## config.mk

```make
export PLATFORM = sky130hd
export DESIGN_NAME = umnf_front
export DESIGN_NICKNAME = d
export VERILOG_FILES = /design/src/rtl/umnf_pkg.sv /design/src/rtl/umnf_front.sv
export SDC_FILE = /design/constraint.sdc
export NUM_CORES = 1
export LEC_CHECK = 0
export ABC_AREA = 1
export BUFFER_PORTS_ARGS = -buffer_cell sky130_fd_sc_hd__buf_2
export CORE_ASPECT_RATIO = 0.8
export CORE_MARGIN = 4
export CORE_UTILIZATION = 28
export CTS_BUF_LIST = sky130_fd_sc_hd__clkbuf_16
export CTS_CLUSTER_DIAMETER = 50
export DETAILED_ROUTE_END_ITERATION = 10
export GPL_ROUTABILITY_DRIVEN = 0
export REMOVE_ABC_BUFFERS = 1
export SLEW_MARGIN = 20
export SYNTH_ARGS = -nofsm -noshare
export SYNTH_HDL_FRONTEND = slang
export SYNTH_SLANG_ARGS = --single-unit
```

## constraint.sdc

```tcl
create_clock -name clk -period 5.2 [get_ports clk]
set_input_delay 0.78 -clock clk [delete_from_list [all_inputs] [get_ports clk]]
set_output_delay 0.78 -clock clk [all_outputs]
set_load 0.02 [all_outputs]
```

## src/rtl/umnf_pkg.sv

```systemverilog
// ----------------------------------------------------------------------------
// umnf_pkg
// Types and constants shared by the missing-node fill block: the input and
// result transaction structs and the classification carried between the
// front and back parts.
// ----------------------------------------------------------------------------
package umnf_pkg;

	localparam int NODE_BITS     = 24;
	localparam int REF_BITS      = 13;
	localparam int MAX_EDGES_DEF = 4096;
	localparam int QUEUE_DEPTH   = 4;

	typedef logic [NODE_BITS-1:0] node_t;
	typedef logic [REF_BITS-1:0]  ref_t;

	typedef struct packed {
		logic  restart;
		node_t first_node;
		node_t second_node;
		ref_t  first_ref;
		ref_t  second_ref;
		logic  first_coin;
		logic  second_coin;
	} in_t;

	typedef struct packed {
		node_t filled_first;
		node_t filled_second;
		logic  ref_error;
	} out_t;

	typedef enum logic [1:0] {
		F_NODE,
		F_MEM,
		F_ZERO
	} first_src_t;

	typedef enum logic [1:0] {
		S_NODE,
		S_MEM,
		S_CUR,
		S_ZERO
	} second_src_t;

	typedef struct packed {
		first_src_t  src1;
		second_src_t src2;
		logic        coin1;
		logic        coin2;
		logic        write_en;
		logic        err;
		node_t       node1;
		node_t       node2;
	} class_t;

endpackage

```

## src/rtl/umnf_front.sv

```systemverilog
// ----------------------------------------------------------------------------
// umnf_front
// Keeps the edge position of the current sequence and classifies each
// incoming edge: where each end comes from, which store entries to read,
// where the edge is written and whether an error is reported.
// ----------------------------------------------------------------------------
module umnf_front import umnf_pkg::*; #(
	parameter int MAX_EDGES = MAX_EDGES_DEF,
	localparam int AW = $clog2(MAX_EDGES),
	localparam int PW = $clog2(MAX_EDGES + 1)
) (
	input  logic          clk,
	input  logic          arst_n,
	input  in_t           item,
	input  logic          accept,
	output class_t        cls,
	output logic [AW-1:0] addr1,
	output logic [AW-1:0] addr2,
	output logic [AW-1:0] waddr
);

	localparam int CW = (PW > REF_BITS) ? PW : REF_BITS;

	logic [PW-1:0] pos_q;
	logic [PW-1:0] pos;
	logic [CW-1:0] pos_w;
	logic [CW-1:0] r1_w;
	logic [CW-1:0] r2_w;
	logic [CW-1:0] r1_m1;
	logic [CW-1:0] r2_m1;
	logic          cap;
	logic          ok1;
	logic          ok2;
	logic          cur2;
	logic          err1;
	logic          err2;

	always_comb begin
		pos   = item.restart ? '0 : pos_q;
		pos_w = CW'(pos);
		r1_w  = CW'(item.first_ref);
		r2_w  = CW'(item.second_ref);
		r1_m1 = r1_w - CW'(1);
		r2_m1 = r2_w - CW'(1);
		cap   = (pos == PW'(MAX_EDGES));
		ok1   = (r1_w != '0) && (r1_w <= pos_w);
		ok2   = (r2_w != '0) && (r2_w <= pos_w);
		cur2  = (r2_w == pos_w + CW'(1));
		addr1 = r1_m1[AW-1:0];
		addr2 = r2_m1[AW-1:0];
		waddr = pos[AW-1:0];

		cls.coin1    = item.first_coin;
		cls.coin2    = item.second_coin;
		cls.node1    = item.first_node;
		cls.node2    = item.second_node;
		cls.write_en = !cap;
		err1         = 1'b0;
		err2         = 1'b0;

		priority if (item.first_node != '0) begin
			cls.src1 = F_NODE;
		end else if (ok1) begin
			cls.src1 = F_MEM;
		end else begin
			cls.src1 = F_ZERO;
			err1     = 1'b1;
		end

		priority if (item.second_node != '0) begin
			cls.src2 = S_NODE;
		end else if (ok2) begin
			cls.src2 = S_MEM;
		end else if (cur2) begin
			cls.src2 = item.second_coin ? S_ZERO : S_CUR;
		end else begin
			cls.src2 = S_ZERO;
			err2     = 1'b1;
		end

		cls.err = err1 | err2;
		if (cap) begin
			cls.src1 = F_ZERO;
			cls.src2 = S_ZERO;
			cls.err  = 1'b1;
		end
	end

	always_ff @(posedge clk or negedge arst_n) begin
		if (!arst_n) begin
			pos_q <= '0;
		end else if (accept) begin
			pos_q <= cap ? pos : pos + PW'(1);
		end
	end

endmodule

```

Word level (Yosys, flattened, before mapping)

Cells that the tools add are included.

Flip-flop bits (word level): 13
Bits in latches: 0
Memory bits (writable): 0
Bits in read-only memories: 0
Input port bits: 80
Output and inout port bits: 92
Word-level logic and storage cells: 31
Memories: 0

Add/subtract/negate cells: 3
Multipliers: 0
Div/mod/pow operators: 0
Magnitude comparators: 2
Eq/ne operators: 2
Shifts and indexed selects: 0
Muxes and demuxes: 15
Bitwise gates (word level): 1
Reduce and logical (&&, ||, !) cells: 7

Operators with widths:

| cell                  | number |
|---|---|
| $reduce_bool 24->1    | 2 |
| $le 13x13->1          | 2 |
| $mux 13               | 2 |
| $reduce_bool 13->1    | 2 |
| $sub 12x1->12 const B | 2 |
| $add 13x1->13 const B | 1 |
| $eq 13x13->1          | 1 |
| $eq 13x13->1 const B  | 1 |
| $mux 1                | 8 |
| $mux 2                | 4 |
| $mux 4                | 1 |
| $logic_and 1x1->1     | 2 |
| $logic_not 1->1       | 1 |
| $or 1x1->1            | 1 |

Depth between registers and ports, before layout

Gate-level depths: netlist (run 1).

Depth after elaboration: 8
Gate-level depth with buffers: 19
Depth with buffers taken out: 17

Least setup slack after synthesis (run 1)

OpenSTA, ideal clock, no wires.

Path type: in2out
Start: input item[76] (netlist bit)
End: output cls[52] (netlist bit)
Arrival: 2.640 ns
Required time: 4.420 ns
Slack: 1.780 ns
Stages on the path: 16
Path buffers: 2
Cell sequence: inv_2 -> buf_12 -> buf_12 -> nand2_1 -> inv_1 -> ha_1 -> nand3_2 -> nor2_4 -> nand2_1 -> nor2_2 -> xnor3_1 -> nand3_1 -> nor2_1 -> nand2_1 -> nand2_1 -> nand2_1

RTL lines:

| what        | RTL line         | source |
|---|---|---|
| from (decl) | umnf_front.sv:14 | `input in_t item,` |
| to (decl)   | umnf_front.sv:16 | `output class_t cls,` |

==> impl_metrics.ini, run 1 <==
[run_status]
status = finished clean

[critical_path]
crit_fanout = 20
crit_path_max_incr_delay_ps = 380
reg2regPathDepth = 9
worst_ep_required_time_ps = 4420
path_buf_inv = 4
cp.arrival_ps = 3200
cp_slowest_cell = inv_2
end_kind = primary output
crit_top_cell = nand2_1
critPathKind = primary input to primary output
cp.depth = 19
crit_chain = buf_2 > inv_2 > nand2_1 > inv_1 > ha_1 > nand3_2 > nor2_4 > nand3_1 > nand2_1 > nand2_1 > nand2_1 > nand2_1 > nor2_1 > nand3_1 > nor2_1 > nand2_1 > nand2_1 > nand2_1 > buf_2
critPathTopFamily = simple AND/OR/NAND/NOR gates
startpoint_type = primary input

[place]
place_ws_ps = 1240
dpl.hpwl_mm = 8.25
portBuffers = 169

[detailed_routing]
wl_mm = 9.29
dr_wl_met2_mm = 4.12
drt_pre_antenna_iters = 4
drc = 0
viasPerCell = 4.50
drt_iter0_markers = 306
wl_met3_um = 485
wl_met1_mm = 4.57
maxUsedRoutingLayer = met4
vias = 3052
ant_nets = 0
wl_per_cell_um = 13.7

[synth]
synth_common_cells = nand2_1 (92), buf_4 (50), inv_1 (49)
ys_async_sr_fraction_pct = 100
yosysMostFrequentCell = nand2_1
yosys_warnings = 0
synthFlopType = dfrtp_1
yosysSeqAreaShare_pct = 11.5
synth_seq_cells = 13
syn_area_per_cell_um2 = 6.66
synth-edff-count = 0
netlist.area_leader.share_pct = 13.3
ys_types = 34
synth_largest_area_cell = buf_4
netlist_area_um2 = 2820
synth_area_leaders = buf_4 (13%), nand2_1 (12%), dfrtp_1 (12%), ha_1 (12%), xor2_1 (7.8%)
synth_cells = 424

[cells_and_area]
largest_register_ffs = 13
regMostFlops = pos_q
num-nets-final = 649
reg.largest.list = pos_q x13
final_util_pct = 35.9
drive_above_1_share_pct = 37.3
syn_to_final_growth_pct = 23.6
antenna-diode-count = 0

[die]
rows = 32
io_pins = 172
fp.dieW_um = 120
start_util_pct = 29.0
die-height_um = 97.8
die_area_um2 = 11800
core-area_um2 = 9730

[timing]
rsz0062_at_grt = false
holdWs_ps = 420
setup_viol = 0
finalSetupTns_ps = 0
fmax_ghz = 0.251
min_period_over_period_pct = 76.5
clock_skew_ps = 3.10
drv_slew = 0
hold_violations = 0
tightest_slew_ps = 553
min_period_ps = 3980
layout_setup_ws_ps = 1220
slew_headroom_pct = 62.8

[power]
power.density_nw_per_um2 = 142
peakVddDrop_mv = 0.0855
p_leak_uw = 0.00199

[global_routing]
grt_usage_pct = 15.0
grt_pass1_vias = 2853
overflow = 0
grt_pass1_wl_mm = 14.6
antenna_found_initial = 0
grt_start_max_net_pins = 25

[cts]
cts_buffers = 3
tritoncts = done
htreeDepth = 1
cts_sinks = 13
root_buffer = clkbuf_16
ctsHoldBuffers = 0
cts_setup_buffers = 0
clk_latency_ps = 240
ctsResizeCount = 0
clk_pin_slew_ps = 40
clockBufferDepth = 2

[min_path]
min_path_type = primary input to async pin

[job]
drv_cap = 0
## through the flow
stage / cell area (um2) / power (uW) / cells
global route: 3490 / 534 / 678
floorplan: 2390 / 226 / 369
global placement: 3410 / 357 / 674
detailed placement: 3410 / 359 / 674
finish: 3490 / 497 / 678
CTS: 3490 / 503 / 678
## worst reg2reg max path, cell delays in order, from the launching register on
cell     delay (ps)
dfrtp_1         360
nand2_1          80
inv_1           190
ha_1            230
nand3_2         110
nor2_4          210
nand2_1         110
nor2_2          130
xor2_1          210
o21ai_0         100
## report_power, final
| group | internal [uW] | switching [uW] | total (uW) |
|---|---|---|---|
| Sequential | 107 | 7.12 | 115 |
| Clock | 101 | 39.4 | 141 |
| Combinational | 88.8 | 153 | 242 |
| Total | 297 | 200 | 497 |
## path summary, 6_finish.rpt
path	start	endpoint	slack [ps]
setup reg to reg	pos_q[0]	pos_q[12]	3330
min in group clk	pos_q[10]	pos_q[10]	530
setup / recovery	item[76]	cls[52]	1220
hold reg to reg	pos_q[10]	pos_q[10]	530
max in group asynchronous	arst_n	pos_q[3]	4550
hold / removal	arst_n	pos_q[10]	420
## layout make-up
class,instances,area [um2]
clock buffer,3,75.1
fill,1077,6240
tap,136,170
timing repair buffer,169,846
clock inverter,1,3.75
sequential,13,325
inverter,54,203
multi-input combinational,302,1870
## per-layer routing
metal  vias to the layer above  track usage (%)
met3                         9             1.62
met1                      1356             22.8
met2                        96             22.9
li1                       1591                -
met5                         -                0
met4                         0             2.96
## cell usage in the layout (no fill, tap or decap), drive strengths merged
cell    synthesis  final
or2             2      2
nand3          41     41
xor2           25     25
a21oi           8      8
nor2           31     31
a211oi          2      2
buf            53    169
o31ai           2      2
xnor3           2      2
nand4           8      8
nand2         100    100
ha             26     26
o21bai          4      4
nor3            9      9
o21ai          18     18
dfrtp          13     13
clkbuf          2      3
inv            54     55
xnor2           1      1
nand3b          4      4
nor4           19     19
## cells by family after synthesis
| group | count (synthesis) | share of synthesized area (%) |
|---|---|---|
| AOI/OAI and AO/OA | 34 | 7.09 |
| xor gates and xnor gates | 28 | 9.66 |
| adders and majority gates | 26 | 11.5 |
| buffers and inverters | 109 | 22.3 |
| DFF | 13 | 11.5 |
| and+or+nand+nor | 214 | 37.9 |
(Power assumes the default switching activity.)
==> inputs of run 2 (changes only) <==
Clock period 5.2 ns to 3.2 ns, I/O delays scaled along.
==> impl_metrics.ini, run 2 (same netlist as run 1, synthesis figures left out) <==
[power]
switching_share_pct = 40.6
p_int_uw = 490
peakVddDrop_mv = 0.119
pwr-share-seq_pct = 22.5
p_sw_uw = 335
p_total_uw = 825
p_clk_share_pct = 28.7
p_leak_uw = 0.00202
comb_power_share_pct = 48.8
power.density_nw_per_um2 = 232

[timing]
finalSetupTns_ps = 0
slew_headroom_pct = 57.2
hold_violations = 0
rsz0062_at_grt = false
min_period_ps = 3020
fmax_ghz = 0.331
tightest_slew_ps = 642
clock_skew_ps = 3.71
min_period_over_period_pct = 94.3
drv_slew = 0
setup_viol = 0

[cells_and_area]
reg.largest.list = pos_q x13
finalInstanceArea_um2 = 3560
regMostFlops = pos_q
final_common_cell = buf_2
fill_cells = 1080
num-nets-final = 655
final_cell_mix = buf_2 (169), nand2_1 (92), inv_1 (50)
antenna-diode-count = 0
syn_to_final_growth_pct = 26.2
drive_above_1_share_pct = 38.5
largest_register_ffs = 13
final_util_pct = 36.6

[die]
die-height_um = 97.8
io_pins = 172
die_area_um2 = 11800
start_util_pct = 29.0
core-area_um2 = 9730
fp.dieW_um = 120
rows = 32

[cts]
clockBufferDepth = 2
cts_sinks = 13
root_buffer = clkbuf_16
clk_pin_slew_ps = 50
cts_buffers = 3
ctsHoldBuffers = 0
tritoncts = done
clk_latency_ps = 250
htreeDepth = 1

[critical_path]
end_kind = primary output
worst_ep_required_time_ps = 2720
crit_chain = buf_2 > inv_4 > buf_4 > nand2_1 > ha_1 > a21oi_1 > o21ai_0 > o21bai_1 > nand2_1 > o31ai_2 > nand2_1 > nand2_1 > o21bai_1 > nand2_1 > buf_2
critPathKind = primary input to primary output
cp.arrival_ps = 2540
cp_slowest_cell = ha_1
crit_top_cell = nand2_1
crit_path_max_incr_delay_ps = 360
crit_fanout = 10
ff2ff_setup_slack_ps = 1450
startpoint_type = primary input

[place]
dpl.hpwl_mm = 8.46
portBuffers = 169
placed_area_um2 = 3460

[detailed_routing]
drt_pre_antenna_iters = 4
wl_mm = 9.67
ant_nets = 0
wl_per_cell_um = 14.1
drt_iter0_markers = 256
drc = 0
viasPerCell = 4.59
vias = 3141

[min_path]
min_path_type = primary input to async pin

[global_routing]
antenna_found_initial = 0
grt_start_max_net_pins = 25
overflow = 0
grt_pass1_vias = 3036
grt_pass1_wl_mm = 15.5
grt_usage_pct = 16.0

[job]
drv_cap = 0

[run_status]
status = finished clean
run 2: metal layers:
layer | vias to the layer above | share of wire, % | global-route usage (%)
met5 | - | 0 | 0
met4 | 0 | 1.2 | 3.14
met3 | 10 | 6.5 | 1.56
met2 | 114 | 44 | 25.0
met1 | 1417 | 48 | 24.0
li1 | 1600 | - | -
run 2: path summary, 6_finish.rpt:
check	startpoint	to	cells past startpoint
worst max-delay path	item[76]	cls[48]	15
worst min register to register	pos_q[12]	pos_q[12]	2
worst max register to register	pos_q[5]	pos_q[0]	6
max in group asynchronous	arst_n	pos_q[3]	1
min in group clk	pos_q[12]	pos_q[12]	2
worst min-delay path	arst_n	pos_q[9]	1
run 2: area by class of cell:
cell class / instances / area (um2) / area share [%]
multi-input combinational: 302 / 1890 / 53.0
timing repair buffer: 175 / 895 / 25.1
clock buffer: 3 / 75.1 / 2.11
tap: 136 / 170 / 4.78
sequential: 13 / 325 / 9.14
inverter: 54 / 205 / 5.76
clock inverter: 1 / 3.75 / 0.105
run 2: worst max-delay path, delay by kind of cell:
kind / cells / cell delay (ps)
AO/OA/AOI/OAI: 5 / 620
buffers and inverters: 4 / 600
AND/OR/NAND/NOR: 5 / 470
adder cells (fa/ha/maj): 1 / 360
run 2: power by group through the flow:
stage	combinational, uW	clock, uW	sequential [uW]
floorplan	181	0	186
global placement	397	0	188
detailed placement	401	0	188
CTS	403	241	186
global route	446	247	187
finish	403	237	185
run 2: timing repair:
action,in CTS,in global routing
resized for setup,0,7
setup buffers,0,0
setup endpoints to repair,0,5
run 2: stage by stage:
step / std cells / hold WS (ps) / setup slack (ps)
2_1_floorplan: 369 / 184 / 297
3_3_place_gp: 680 / 386 / 135
3_5_place_dp: 680 / 385 / 80.1
4_1_cts: 684 / 123 / 24.3
5_1_grt: 684 / 132 / 16.1
6_report: 684 / 116 / 183
