<file path="config.mk">
export PLATFORM = sky130hd
export DESIGN_NAME = umnf_queue
export DESIGN_NICKNAME = d
export VERILOG_FILES = /design/src/rtl/umnf_pkg.sv /design/src/rtl/umnf_queue.sv
export SDC_FILE = /design/constraint.sdc
export NUM_CORES = 1
export LEC_CHECK = 0
export ABC_AREA = 1
export BUFFER_PORTS_ARGS = -buffer_cell sky130_fd_sc_hd__buf_4
export CAP_MARGIN = 20
export CORE_MARGIN = 2
export CORE_UTILIZATION = 50
export CTS_CLUSTER_SIZE = 20
export DETAILED_ROUTE_END_ITERATION = 12
export HOLD_SLACK_MARGIN = 0.05
export PLACE_DENSITY = 0.73
export SETUP_SLACK_MARGIN = 0.02
export SLEW_MARGIN = 40
export SYNTH_ARGS = -nofsm -noshare
export SYNTH_HDL_FRONTEND = slang
export SYNTH_SLANG_ARGS = --single-unit
</file>
<file path="constraint.sdc">
create_clock -name clk -period 1.1 [get_ports clk]
set_input_delay 0.275 -clock clk [delete_from_list [all_inputs] [get_ports clk]]
set_output_delay 0.275 -clock clk [all_outputs]
set_load 0.05 [all_outputs]
</file>
<file path="src/rtl/umnf_pkg.sv">
// ----------------------------------------------------------------------------
// umnf_pkg
// Types and constants shared by the missing-node fill block: the input and
// result transaction structs and the classification carried between the
// front and back parts.
// ----------------------------------------------------------------------------
package umnf_pkg;

	localparam int NODE_BITS     = 24;
	localparam int REF_BITS      = 13;
	localparam int MAX_EDGES_DEF = 4096;
	localparam int QUEUE_DEPTH   = 4;

	typedef logic [NODE_BITS-1:0] node_t;
	typedef logic [REF_BITS-1:0]  ref_t;

	typedef struct packed {
		logic  restart;
		node_t first_node;
		node_t second_node;
		ref_t  first_ref;
		ref_t  second_ref;
		logic  first_coin;
		logic  second_coin;
	} in_t;

	typedef struct packed {
		node_t filled_first;
		node_t filled_second;
		logic  ref_error;
	} out_t;

	typedef enum logic [1:0] {
		F_NODE,
		F_MEM,
		F_ZERO
	} first_src_t;

	typedef enum logic [1:0] {
		S_NODE,
		S_MEM,
		S_CUR,
		S_ZERO
	} second_src_t;

	typedef struct packed {
		first_src_t  src1;
		second_src_t src2;
		logic        coin1;
		logic        coin2;
		logic        write_en;
		logic        err;
		node_t       node1;
		node_t       node2;
	} class_t;

endpackage

</file>
<file path="src/rtl/umnf_queue.sv">
// ----------------------------------------------------------------------------
// umnf_queue
// Short first-in first-out queue holding classified edges between the front
// and back parts, so that each side can stall on its own.
// ----------------------------------------------------------------------------
module umnf_queue import umnf_pkg::*; #(
	parameter int W = 8,
	parameter int DEPTH = QUEUE_DEPTH,
	localparam int PTRW = (DEPTH > 1) ? $clog2(DEPTH) : 1,
	localparam int CNTW = $clog2(DEPTH + 1)
) (
	input  logic         clk,
	input  logic         arst_n,
	input  logic         push,
	input  logic [W-1:0] din,
	output logic         full,
	input  logic         pop,
	output logic         nonempty,
	output logic [W-1:0] dout
);

	logic [W-1:0]    entry_q [DEPTH];
	logic [PTRW-1:0] wr_ptr_q;
	logic [PTRW-1:0] rd_ptr_q;
	logic [CNTW-1:0] count_q;

	assign full     = (count_q == CNTW'(DEPTH));
	assign nonempty = (count_q != '0);
	assign dout     = entry_q[rd_ptr_q];

	always_ff @(posedge clk) begin
		if (push) begin
			entry_q[wr_ptr_q] <= din;
		end
	end

	always_ff @(posedge clk or negedge arst_n) begin
		if (!arst_n) begin
			wr_ptr_q <= '0;
			rd_ptr_q <= '0;
			count_q  <= '0;
		end else begin
			if (push) begin
				wr_ptr_q <= (wr_ptr_q == PTRW'(DEPTH - 1)) ? '0 : wr_ptr_q + PTRW'(1);
			end
			if (pop) begin
				rd_ptr_q <= (rd_ptr_q == PTRW'(DEPTH - 1)) ? '0 : rd_ptr_q + PTRW'(1);
			end
			if (push && !pop) begin
				count_q <= count_q + CNTW'(1);
			end else if (pop && !push) begin
				count_q <= count_q - CNTW'(1);
			end
		end
	end

endmodule

</file>
# After elaboration in Yosys (flattened, before gate mapping)
# Memory sizes are Yosys's and may differ from the RTL's.
# Index checks and enable logic that the tools add are counted.
[totals]
mem_count = 1
regBits = 7
word_cells = 23
in_bits = 12
mem_bits_rw = 32
[classes]
n_eq_ne = 3
addsub = 4
mux = 6
reduce_logical = 6
[memory_table]
columns = ["memory", "words", "word_bits", "read_ports", "rd_ports_with_merged_regs", "wr", "line_no", "rtl"]
rows = [
  ["entry_q", 4, 8, 1, 0, 1, "umnf_queue.sv:22", "logic [W-1:0] entry_q [DEPTH];"],
]
[ops]
columns = ["operator", "n"]
rows = [
  ["$mux 3", 2],
  ["$add 2x1->2 const B", 2],
  ["$eq 2x2->1 const B", 2],
  ["$mux 2", 2],
  ["$add 3x1->3 const B", 1],
  ["$eq 3x3->1 const B", 1],
  ["$reduce_bool 3->1", 1],
  ["$sub 3x1->3 const B", 1],
  ["$logic_and 1x1->1", 2],
  ["$logic_not 1->1", 2],
  ["$mux 1", 2],
  ["$reduce_bool 2->1", 1],
]

# Depth between registers and ports, before layout
# Gate-level depths: netlist of the first run.
[logic_depth]
depth_word = 4
ltp_mapped = 9
depth_no_buf = 9

# Least setup slack after synthesis of the first run
# Ideal clock, no wire load.
[synth_path]
path_kind = "register -> output"
start = "register count_q[0]"
end = "output port full"
required_time_ns = 0.825
slack_ns = -0.688
arrival_ns = 1.513
stages_incl_launch_ff = 2
path_buffers = 0
cell_sequence = "dfrtp_1 nor3_1"
[synth_via]
elab_chain_cells = 1
[synth_lines]
columns = ["element", "line_no", "rtl"]
rows = [
  ["start: declaration", "umnf_queue.sv:25", "logic [CNTW-1:0] count_q;"],
  ["start signal: assignment", "umnf_queue.sv:50", "count_q <= count_q + CNTW'(1);"],
  ["start signal: assignment", "umnf_queue.sv:52", "count_q <= count_q - CNTW'(1);"],
  ["$eq 3x3->1", "umnf_queue.sv:27", "assign full = (count_q == CNTW'(DEPTH));"],
  ["end: declaration", "umnf_queue.sv:16", "output logic full,"],
]
# No other way between the ends.

# Worst setup path after layout of the first run
[layout_path]
start = "register rd_ptr_q[0]"
end = "output port dout[7]"
[layout_via]
elab_chain_cells = 1
[layout_lines]
columns = ["element", "line_no", "rtl"]
rows = [
  ["start: declaration", "umnf_queue.sv:24", "logic [PTRW-1:0] rd_ptr_q;"],
  ["start signal: assignment", "umnf_queue.sv:47", "rd_ptr_q <= (rd_ptr_q == PTRW'(DEPTH - 1)) ? '0 : rd_ptr_q + PTRW'(1);"],
  ["$mem_v2 4x8", "-", ""],
  ["end: declaration", "umnf_queue.sv:19", "output logic [W-1:0] dout"],
]
# No other way between the ends.

==> results_dict.tcl, run 1 <==
set metrics [dict create \
    path_delay_family "flip-flops" \
    holdPathStages 1 \
    synthesis.nets 164 \
    finalClockSkew_ps 9.29 \
    worstHoldPathType "primary input to flop" \
    ys_warn_count 0 \
    clkTransAtPathRegs_ps 120 \
    postLayoutSetupSlackWorst_ps -582 \
    rows 21 \
    clk-insertion-delay-late_ps 340 \
    seq_area_frac_synth_pct 66.6 \
    die-area_sq_mm 0.00389 \
    syn_area_sq_mm 0.00171 \
    finalHoldViolCount 0 \
    cts_root_buf "clkbuf_4" \
    status "finished with violations" \
    rsz0062_at_grt "yes" \
    report.final.slew_viol_count 0 \
    coreArea_sq_mm 0.00331 \
    crit_type "flop to output port" \
    place.gp.congestion 0.720 \
    ir_drop_mv 1.30 \
    relSlewSlack_pct 86.1 \
    synth_top_area_share_pct 56.3 \
    die_width_um 62.4 \
    num_vias 1142 \
    vias_per_cell 4.92 \
    cp_max_fo 13 \
    start_util_pct 51.5 \
    drc 0 \
    die_y_um 62.4 \
    cts_max_level 2 \
    grt_pass1_vias 1231 \
    grt_usage_pct 18.8 \
    path_cells "inv_2 > buf_12 > nand2_1 > o211ai_1 > nand2_2 > buf_6" \
    violations "setup timing" \
    layout.cells.non_filler 232 \
    synth.largest_area_cell "edfxtp_1" \
    port_buffers 21 \
    synth_cell_type_count 17 \
    drive_above_1_share_pct 46.8 \
    crit_required_ps 820 \
    drtAntennaViolNets 0 \
    p_leak_nw 0.988 \
    holdWs_ps 123 \
    maxCapViolCount 0 \
    dp_hpwl_mm 2.08 \
    fin_util_pct 70.8 \
    place_ws_ps -262 \
    critical_path_depth 6 \
    pwr_density_cell_mw_per_mm2 2820 \
    wl_per_cell_um 14.2 \
    diodes 0 \
    numCtsBuffers 5 \
    worstRegToRegCells 6 \
    cpMaxStageDelayCell "dfrtp_1" \
    grt_pass1_wl_mm 5.49 \
    crit_arrival_ps 1410 \
    wl_mm 3.28 \
    synth-seq-cells 39 \
    drt_iter0_drc 59 \
    start_kind "flop" \
    synthTopCellsByArea "edfxtp_1, dfrtp_1, nand2_1" \
    postSynthAreaPerCell_sq_um 11.8 \
    grt_antenna_before_repair 0 \
    dp.cells 217 \
    grt_max_degree 21 \
    synth_cells 145 \
    io_pins 22 \
    nets 204 \
    cts_tree "done" \
    grt_overflow 0 \
    clock_path_buffers 2 \
    setup_viol 36 \
    max_freq_mhz 594 \
    firstDrtPassIters 4 \
    syn_to_final_growth_pct 37.5 \
    crit_path_max_incr_delay_ps 410 \
    worst_slew_pin_slew_ps 207 \
    min_period_over_period_pct 153 \
    clkSinkCount 39 \
    critPathBufInv 3 \
    fin_crit_ps 1680 \
    cp-end-kind "output port" \
]
cells in the mapped netlist:
library cell	instances
inv_2	2
nand2_1	39
a21oi_1	1
o21ai_0	4
xnor2_1	1
dfrtp_1	7
nand3_1	1
nand4_1	1
fa_1	1
o211ai_1	16
edfxtp_1	32
ha_1	6
buf_4	1
nor2_1	2
inv_1	27
nor3_1	1
buf_6	3
cells by family (layout without fill, tap and decap cells):
kind of cell / after synthesis / count (layout) / share of synthesized area (%)
AND/OR/NAND/NOR: 44 / 44 / 9.98
AO/OA/AOI/OAI: 21 / 21 / 8.51
adder cells (fa/ha/maj): 7 / 7 / 5.58
buffers and inverters: 33 / 74 / 8.80
flip-flops: 39 / 39 / 66.6
XOR/XNOR: 1 / 1 / 0.514
per-layer routing:
| layer | global-route usage [%] | wire length, um |
|---|---|---|
| met2 | 35.5 | 1860 |
| met4 | 7.22 | 49 |
| met5 | 0 | 0 |
| met1 | 20.7 | 1240 |
| met3 | 3.60 | 130 |
per-stage QoR:
stage	TNS (ps)	power, mW	cell area (sq um)
floorplan	-1270	4.13	1760
global placement	-3150	4.86	2020
detailed placement	-5460	5.01	2020
CTS	-6800	6.42	2300
global route	-8080	6.96	2340
finish	-6920	6.61	2340
registers in the layout (all words and copies together) (netlist names):
| register | count |
|---|---|
| entry_q | 32 |
| count_q | 3 |
| rd_ptr_q | 2 |
| wr_ptr_q | 2 |
final cells by class:
cell class	instances	area, sq um
inverter	29	146
tap	46	57.6
multi-input combinational	73	581
clock buffer	5	37.5
fill	232	966
clock inverter	3	20.0
timing repair buffer	37	362
sequential	39	1140
path summary, 6_finish.rpt:
path / startpoint / endpoint / slack [ps]
max: rd_ptr_q[0] / dout[7] / -580
min: din[5] / entry_q[1][5] / 120
max reg2reg: count_q[0] / count_q[2] / -270
min reg2reg: count_q[2] / count_q[2] / 520
max in group asynchronous: arst_n / wr_ptr_q[1] / 690
min in group asynchronous: arst_n / count_q[2] / 270
repair_timing:
action / 4_1_cts / 5_1_grt
pin swaps: 7 / 7
buffers inserted: 7 / 0
hold endpoints to repair: 7 / 0
hold buffers: 1 / 0
resized for setup: 47 / 16
endpoints found under the setup margin: 45 / 48
cells in the final DEF (no fill, tap or decap), drive strengths merged:
master / instances
clkinvlp: 2
clkinv: 1
nor3: 1
edfxtp: 32
nor2: 2
nand2: 39
o211ai: 16
dlygate4sd3: 1
dfrtp: 7
nand3: 1
ha: 6
buf: 36
clkbuf: 5
a21oi: 1
fa: 1
nand4: 1
xnor2: 1
inv: 29
o21ai: 4
where the power goes:
group | switching, mW | internal (mW) | total [mW]
clock | 0.479 | 0.244 | 0.723
combinational | 2.18 | 1.50 | 3.68
sequential | 0.230 | 1.97 | 2.20
total | 2.89 | 3.72 | 6.61
Note: power is estimated with default switching activity, not from simulation.
==> inputs of run 2 (changes only) <==
--- a/config.mk
+++ b/config.mk
@@ -8,7 +8,7 @@
 export ABC_AREA = 1
 export BUFFER_PORTS_ARGS = -buffer_cell sky130_fd_sc_hd__buf_4
 export CAP_MARGIN = 20
-export CORE_MARGIN = 2
+export CORE_MARGIN = 4
 export CORE_UTILIZATION = 50
 export CTS_CLUSTER_SIZE = 20
 export DETAILED_ROUTE_END_ITERATION = 12
==> constraint.sdc (replaced) <==
create_clock -name clk -period 1.1 [get_ports clk]
set_input_delay 0.275 -clock clk [delete_from_list [all_inputs] [get_ports clk]]
set_output_delay 0.275 -clock clk [all_outputs]
set_load 0.005 [all_outputs]
==> results_dict.tcl, run 2 (synthesis gave the netlist of run 1 again) <==
set metrics [dict create \
    status "finished with violations" \
    violations "setup timing" \
    syn_to_final_growth_pct 36.6 \
    p_leak_nw 1.01 \
    largest_reg_flops 32 \
    ir_drop_mv 1.49 \
    maxCapViolCount 0 \
    layout_common_cells "edfxtp_1, buf_4, nand2_1" \
    power.switching_mw 2.03 \
    crit_required_ps 820 \
    worst_slew_pin_slew_ps 192 \
    crit_type "flop to output port" \
    finalHoldViolCount 0 \
    port_buffers 21 \
    drt_iter0_drc 46 \
    grt_use_met2_pct 29.7 \
    drive_above_1_share_pct 45.0 \
    clk-insertion-delay-late_ps 350 \
    final_common_cell "edfxtp_1" \
    grt_max_degree 21 \
    worstRegToRegCells 7 \
    holdWs_ps 113 \
    io_pins 22 \
    gr-usage-met1_pct 19.6 \
    coreArea_sq_mm 0.00315 \
    clkTransAtPathRegs_ps 110 \
    largestRegisters "entry_q x32, count_q x3" \
    postLayoutSetupSlackWorst_ps -594 \
    hold_start "din[4]" \
    cp_max_fo 13 \
    relSlewSlack_pct 87.2 \
    place.gp.congestion 0.742 \
    whs_endpoint "entry_q[3][4]" \
    p_total_mw 5.60 \
    clkSinkCount 39 \
    grt_usage_pct 18.0 \
    grt_pass1_vias 1130 \
    use_met3_pct 6.97 \
    min_period_over_period_pct 154 \
    grt_antenna_before_repair 0 \
    vias_per_cell 5.02 \
    worstReg2RegStart "count_q[1]" \
    grt_overflow 0 \
    clkPwrFrac_pct 12.6 \
    worstHoldPathType "primary input to flop" \
    rsz0062_at_grt "yes" \
    p_sw_share_pct 36.3 \
    rows 20 \
    report.final.slew_viol_count 0 \
    die_width_um 66.4 \
    p_seq_share_pct 39.3 \
    max_freq_mhz 590 \
    wl_per_cell_um 15.8 \
    start_util_pct 54.1 \
    fin_crit_ps 1690 \
    max_flop_register "entry_q" \
    holdPathStages 1 \
    finalInstanceArea_sq_mm 0.00233 \
    firstDrtPassIters 4 \
    numCtsBuffers 5 \
    drtAntennaViolNets 0 \
    dp_hpwl_mm 2.13 \
    cts_root_buf "clkbuf_4" \
    start_kind "flop" \
    nets 207 \
    clock_path_buffers 2 \
    die_y_um 66.4 \
    wl_mm 3.67 \
    setup_viol 38 \
    rrSetupSlack_ps -290 \
    die-area_sq_mm 0.00441 \
    grt_busiest_layer "met2" \
    finalClockSkew_ps 5.26 \
    cp-end-kind "output port" \
    drc 0 \
    placed_cell_area_sq_mm 0.00200 \
    combinationalPowerShare_pct 48.1 \
    r2r-end "count_q[2]" \
    cts_tree "done" \
    cts_max_level 2 \
    pwr_density_cell_mw_per_mm2 2400 \
    setup.worst_path.start "rd_ptr_q[0]" \
    grt_pass1_wl_mm 5.42 \
    crit_arrival_ps 1420 \
    internal_power_mw 3.57 \
    diodes 0 \
    num_vias 1170 \
]
## run 2: cell count changes in the layout (fill, tap and decap cells not counted), sizes merged
| cell | delta |
|---|---|
| inv | -1 |
| clkbuf | +1 |
| clkinvlp | -2 |
| clkinv | +3 |
| buf | +2 |
## run 2: critical path: stages, from the launching register on
cell and delay, ps:
dfrtp_1 430, inv_4 110, buf_12 140, nand2_1 60, o211ai_1 80, nand2_1 100, buf_4 140
## run 2: how the worst max path moves through the flow
stage,end,depth (start not counted),slack (ps)
after floorplan,count_q[2],8,-50
after global placement,count_q[2],9,-230
after detailed placement,count_q[2],9,-340
after CTS,dout[7],6,-580
after global routing,dout[5],6,-670
final,dout[6],6,-590
## run 2: layout make-up
type,count,area (sq um)
Clock inverter,3,15.0
Timing Repair Buffer,40,364
Multi-Input combinational cell,73,562
Tap cell,44,55.1
Inverter,29,156
Clock buffer,5,37.5
Fill cell,213,823
Sequential cell,39,1140
## run 2: what timing repair did
item                                    4_1_cts  5_1_grt
pin swaps                                     5        4
endpoints found under the hold margin         7        0
hold buffers                                  1        0
resized for setup                            37       22
setup buffers                                 4        3
gates cloned                                  0        1
endpoints found under the setup margin       44       48
## run 2: through the flow
step | setup slack (ps) | util [%] | std cells | TNS [ps]
floorplan | -47.0 | - | 145 | -65.7
global placement | -226 | 63.6 | 216 | -2910
detailed placement | -337 | 63.6 | 216 | -4540
CTS | -581 | 70.7 | 229 | -6680
global route | -667 | 73.9 | 233 | -8320
finish | -594 | 73.9 | 233 | -6620
## run 2: power groups by stage
stage          logic [mW]  registers (mW)  clock network, mW
6_report             2.70            2.20              0.705
3_5_place_dp         1.91            2.15                  0
3_3_place_gp         1.82            2.13                  0
5_1_grt              2.95            2.23              0.780
2_1_floorplan        1.08            2.12                  0
4_1_cts              2.33            2.16              0.709
## run 2: layer usage
layer | vias to the layer above | wire length, um
met4 | 0 | 82
met5 | - | 0
met2 | 19 | 1990
met1 | 574 | 1450
li1 | 570 | -
met3 | 7 | 147
==> inputs of run 3 (changes only) <==
--- a/config.mk
+++ b/config.mk
@@ -13,7 +13,7 @@
 export CTS_CLUSTER_SIZE = 20
 export DETAILED_ROUTE_END_ITERATION = 12
 export HOLD_SLACK_MARGIN = 0.05
-export PLACE_DENSITY = 0.73
+export PLACE_DENSITY_LB_ADDON = 0.12
 export SETUP_SLACK_MARGIN = 0.02
 export SLEW_MARGIN = 40
 export SYNTH_ARGS = -nofsm -noshare
==> results_dict.tcl, run 3 (synthesis gave the netlist of run 1 again) <==
set metrics [dict create \
    status "finished with violations" \
    clkSinkCount 39 \
    grt_antenna_before_repair 0 \
    dp_hpwl_mm 2.11 \
    fin_crit_ps 1640 \
    area.sequential_sq_mm 0.00114 \
    ir_drop_mv 1.59 \
    internal_power_mw 3.79 \
    grt_pass1_vias 1225 \
    syn_to_final_growth_pct 38.1 \
    port_buffers 21 \
    postLayoutSetupSlackWorst_ps -545 \
    multiInputGateArea_sq_um 572 \
    grt_overflow 0 \
    clock_path_buffers 2 \
    diodes 0 \
    numCtsBuffers 5 \
    nFillCells 214 \
    die_width_um 66.4 \
    cp_max_fo 17 \
    rows 20 \
    drt_iter0_drc 47 \
    die_y_um 66.4 \
    layout_common_cells "edfxtp_1, buf_4, nand2_1" \
    grt_usage_pct 18.3 \
    maxCapViolCount 0 \
    relSlewSlack_pct 88.4 \
    vias_per_cell 5.03 \
    pwr_density_cell_mw_per_mm2 2480 \
    cp-end-kind "output port" \
    nets 207 \
    wl_per_cell_um 15.1 \
    max_freq_mhz 608 \
    fin_util_pct 74.7 \
    die-area_sq_mm 0.00441 \
    worstHoldPathType "primary input to flop" \
    clkPwrFrac_pct 14.4 \
    worst_slew_pin_slew_ps 173 \
    setup_viol 46 \
    start_kind "flop" \
    wl_mm 3.52 \
    cts_root_buf "clkbuf_4" \
    clk-insertion-delay-late_ps 350 \
    io_pins 22 \
    p_seq_share_pct 37.2 \
    rsz0062_at_grt "yes" \
    power.switching_mw 2.05 \
    crit_arrival_ps 1370 \
    p_leak_nw 1.01 \
    place.gp.congestion 0.770 \
    p_total_mw 5.83 \
    drc 0 \
    min_period_over_period_pct 150 \
    holdWs_ps 116 \
    num_vias 1173 \
    drive_above_1_share_pct 45.0 \
    finalClockSkew_ps 13.1 \
    grt_pass1_wl_mm 5.76 \
    cts_tree "done" \
    violations "setup timing" \
    finalHoldViolCount 0 \
    largest_reg_flops 32 \
    report.final.slew_viol_count 0 \
    crit_type "flop to output port" \
    largestRegisters "entry_q x32, count_q x3" \
    start_util_pct 54.1 \
    drtAntennaViolNets 0 \
    p_sw_share_pct 35.1 \
    cts_max_level 2 \
    combinationalPowerShare_pct 48.4 \
    grt_max_degree 18 \
    max_flop_register "entry_q" \
    firstDrtPassIters 4 \
    crit_required_ps 820 \
    coreArea_sq_mm 0.00315 \
    final_common_cell "edfxtp_1" \
    clkTransAtPathRegs_ps 120 \
]
[run 3: cell types whose count changed in the layout (fill, tap and decap cells not counted), moves of 2 or more]
cell      before  now
buf_6          5    9
inv_4          3    1
inv_2          3    5
clkinv_2       3    0
clkbuf_8       0    2
buf_4         31   28
[run 3: through the flow]
step / worst slack, ps / instances / TNS, ps / cell area [sq um]
4_1_cts: -544 / 231 / -5970 / 2300
2_1_floorplan: -47.0 / 145 / -65.7 / 1730
5_1_grt: -643 / 233 / -9210 / 2350
3_3_place_gp: -225 / 217 / -2990 / 2010
6_report: -545 / 233 / -7030 / 2350
3_5_place_dp: -275 / 217 / -4390 / 2010
[run 3: path summary, 6_finish.rpt]
| check | from | to | slack [ps] | cells after the start |
|---|---|---|---|---|
| max | rd_ptr_q[0] | dout[7] | -540 | 6 |
| min | din[1] | entry_q[1][1] | 120 | 1 |
| max reg2reg | count_q[1] | count_q[2] | -240 | 6 |
| min reg2reg | count_q[2] | count_q[2] | 520 | 2 |
| max in group asynchronous | arst_n | count_q[1] | 690 | 2 |
| min in group asynchronous | arst_n | wr_ptr_q[0] | 260 | 2 |
[run 3: worst max-delay path, stage by stage (launching register included)]
cell and delay, ps:
dfrtp_1 410, inv_2 100, buf_12 150, nand2_2 60
o211ai_1 80, nand2_1 100, buf_6 120
[run 3: cell type report]
cell class | count | share of cell area [%]
flip-flops and latches | 39 | 48.4
multi-input cells | 73 | 24.3
repair buffers | 40 | 15.4
inverters | 29 | 6.54
clock buffers | 7 | 2.76
well taps | 44 | 2.34
clock inverters | 1 | 0.319
[run 3: metal layers]
metal / track usage, % / wire length (um) / vias to the layer above
met3: 4.59 / 123 / 13
li1: - / - / 571
met2: 31.6 / 1910 / 23
met5: 0 / 0 / -
met4: 9.14 / 99 / 0
met1: 20.9 / 1390 / 566
[run 3: timing repair]
| action | in CTS | in global routing |
|---|---|---|
| setup buffers | 6 | 2 |
| hold buffers | 1 | 0 |
| pin swaps | 3 | 1 |
| endpoints found under the hold margin | 7 | 0 |
| setup endpoints to repair | 45 | 46 |
| gates resized for setup | 46 | 16 |
[run 3: power by group through the flow]
stage               sequential [mW]  clock [mW]  combinational [mW]
finish                         2.17       0.839                2.82
global route                   2.21       0.919                3.08
CTS                            2.14       0.847                2.59
detailed placement             2.15           0                1.99
global placement               2.13           0                1.89
floorplan                      2.12           0                1.08
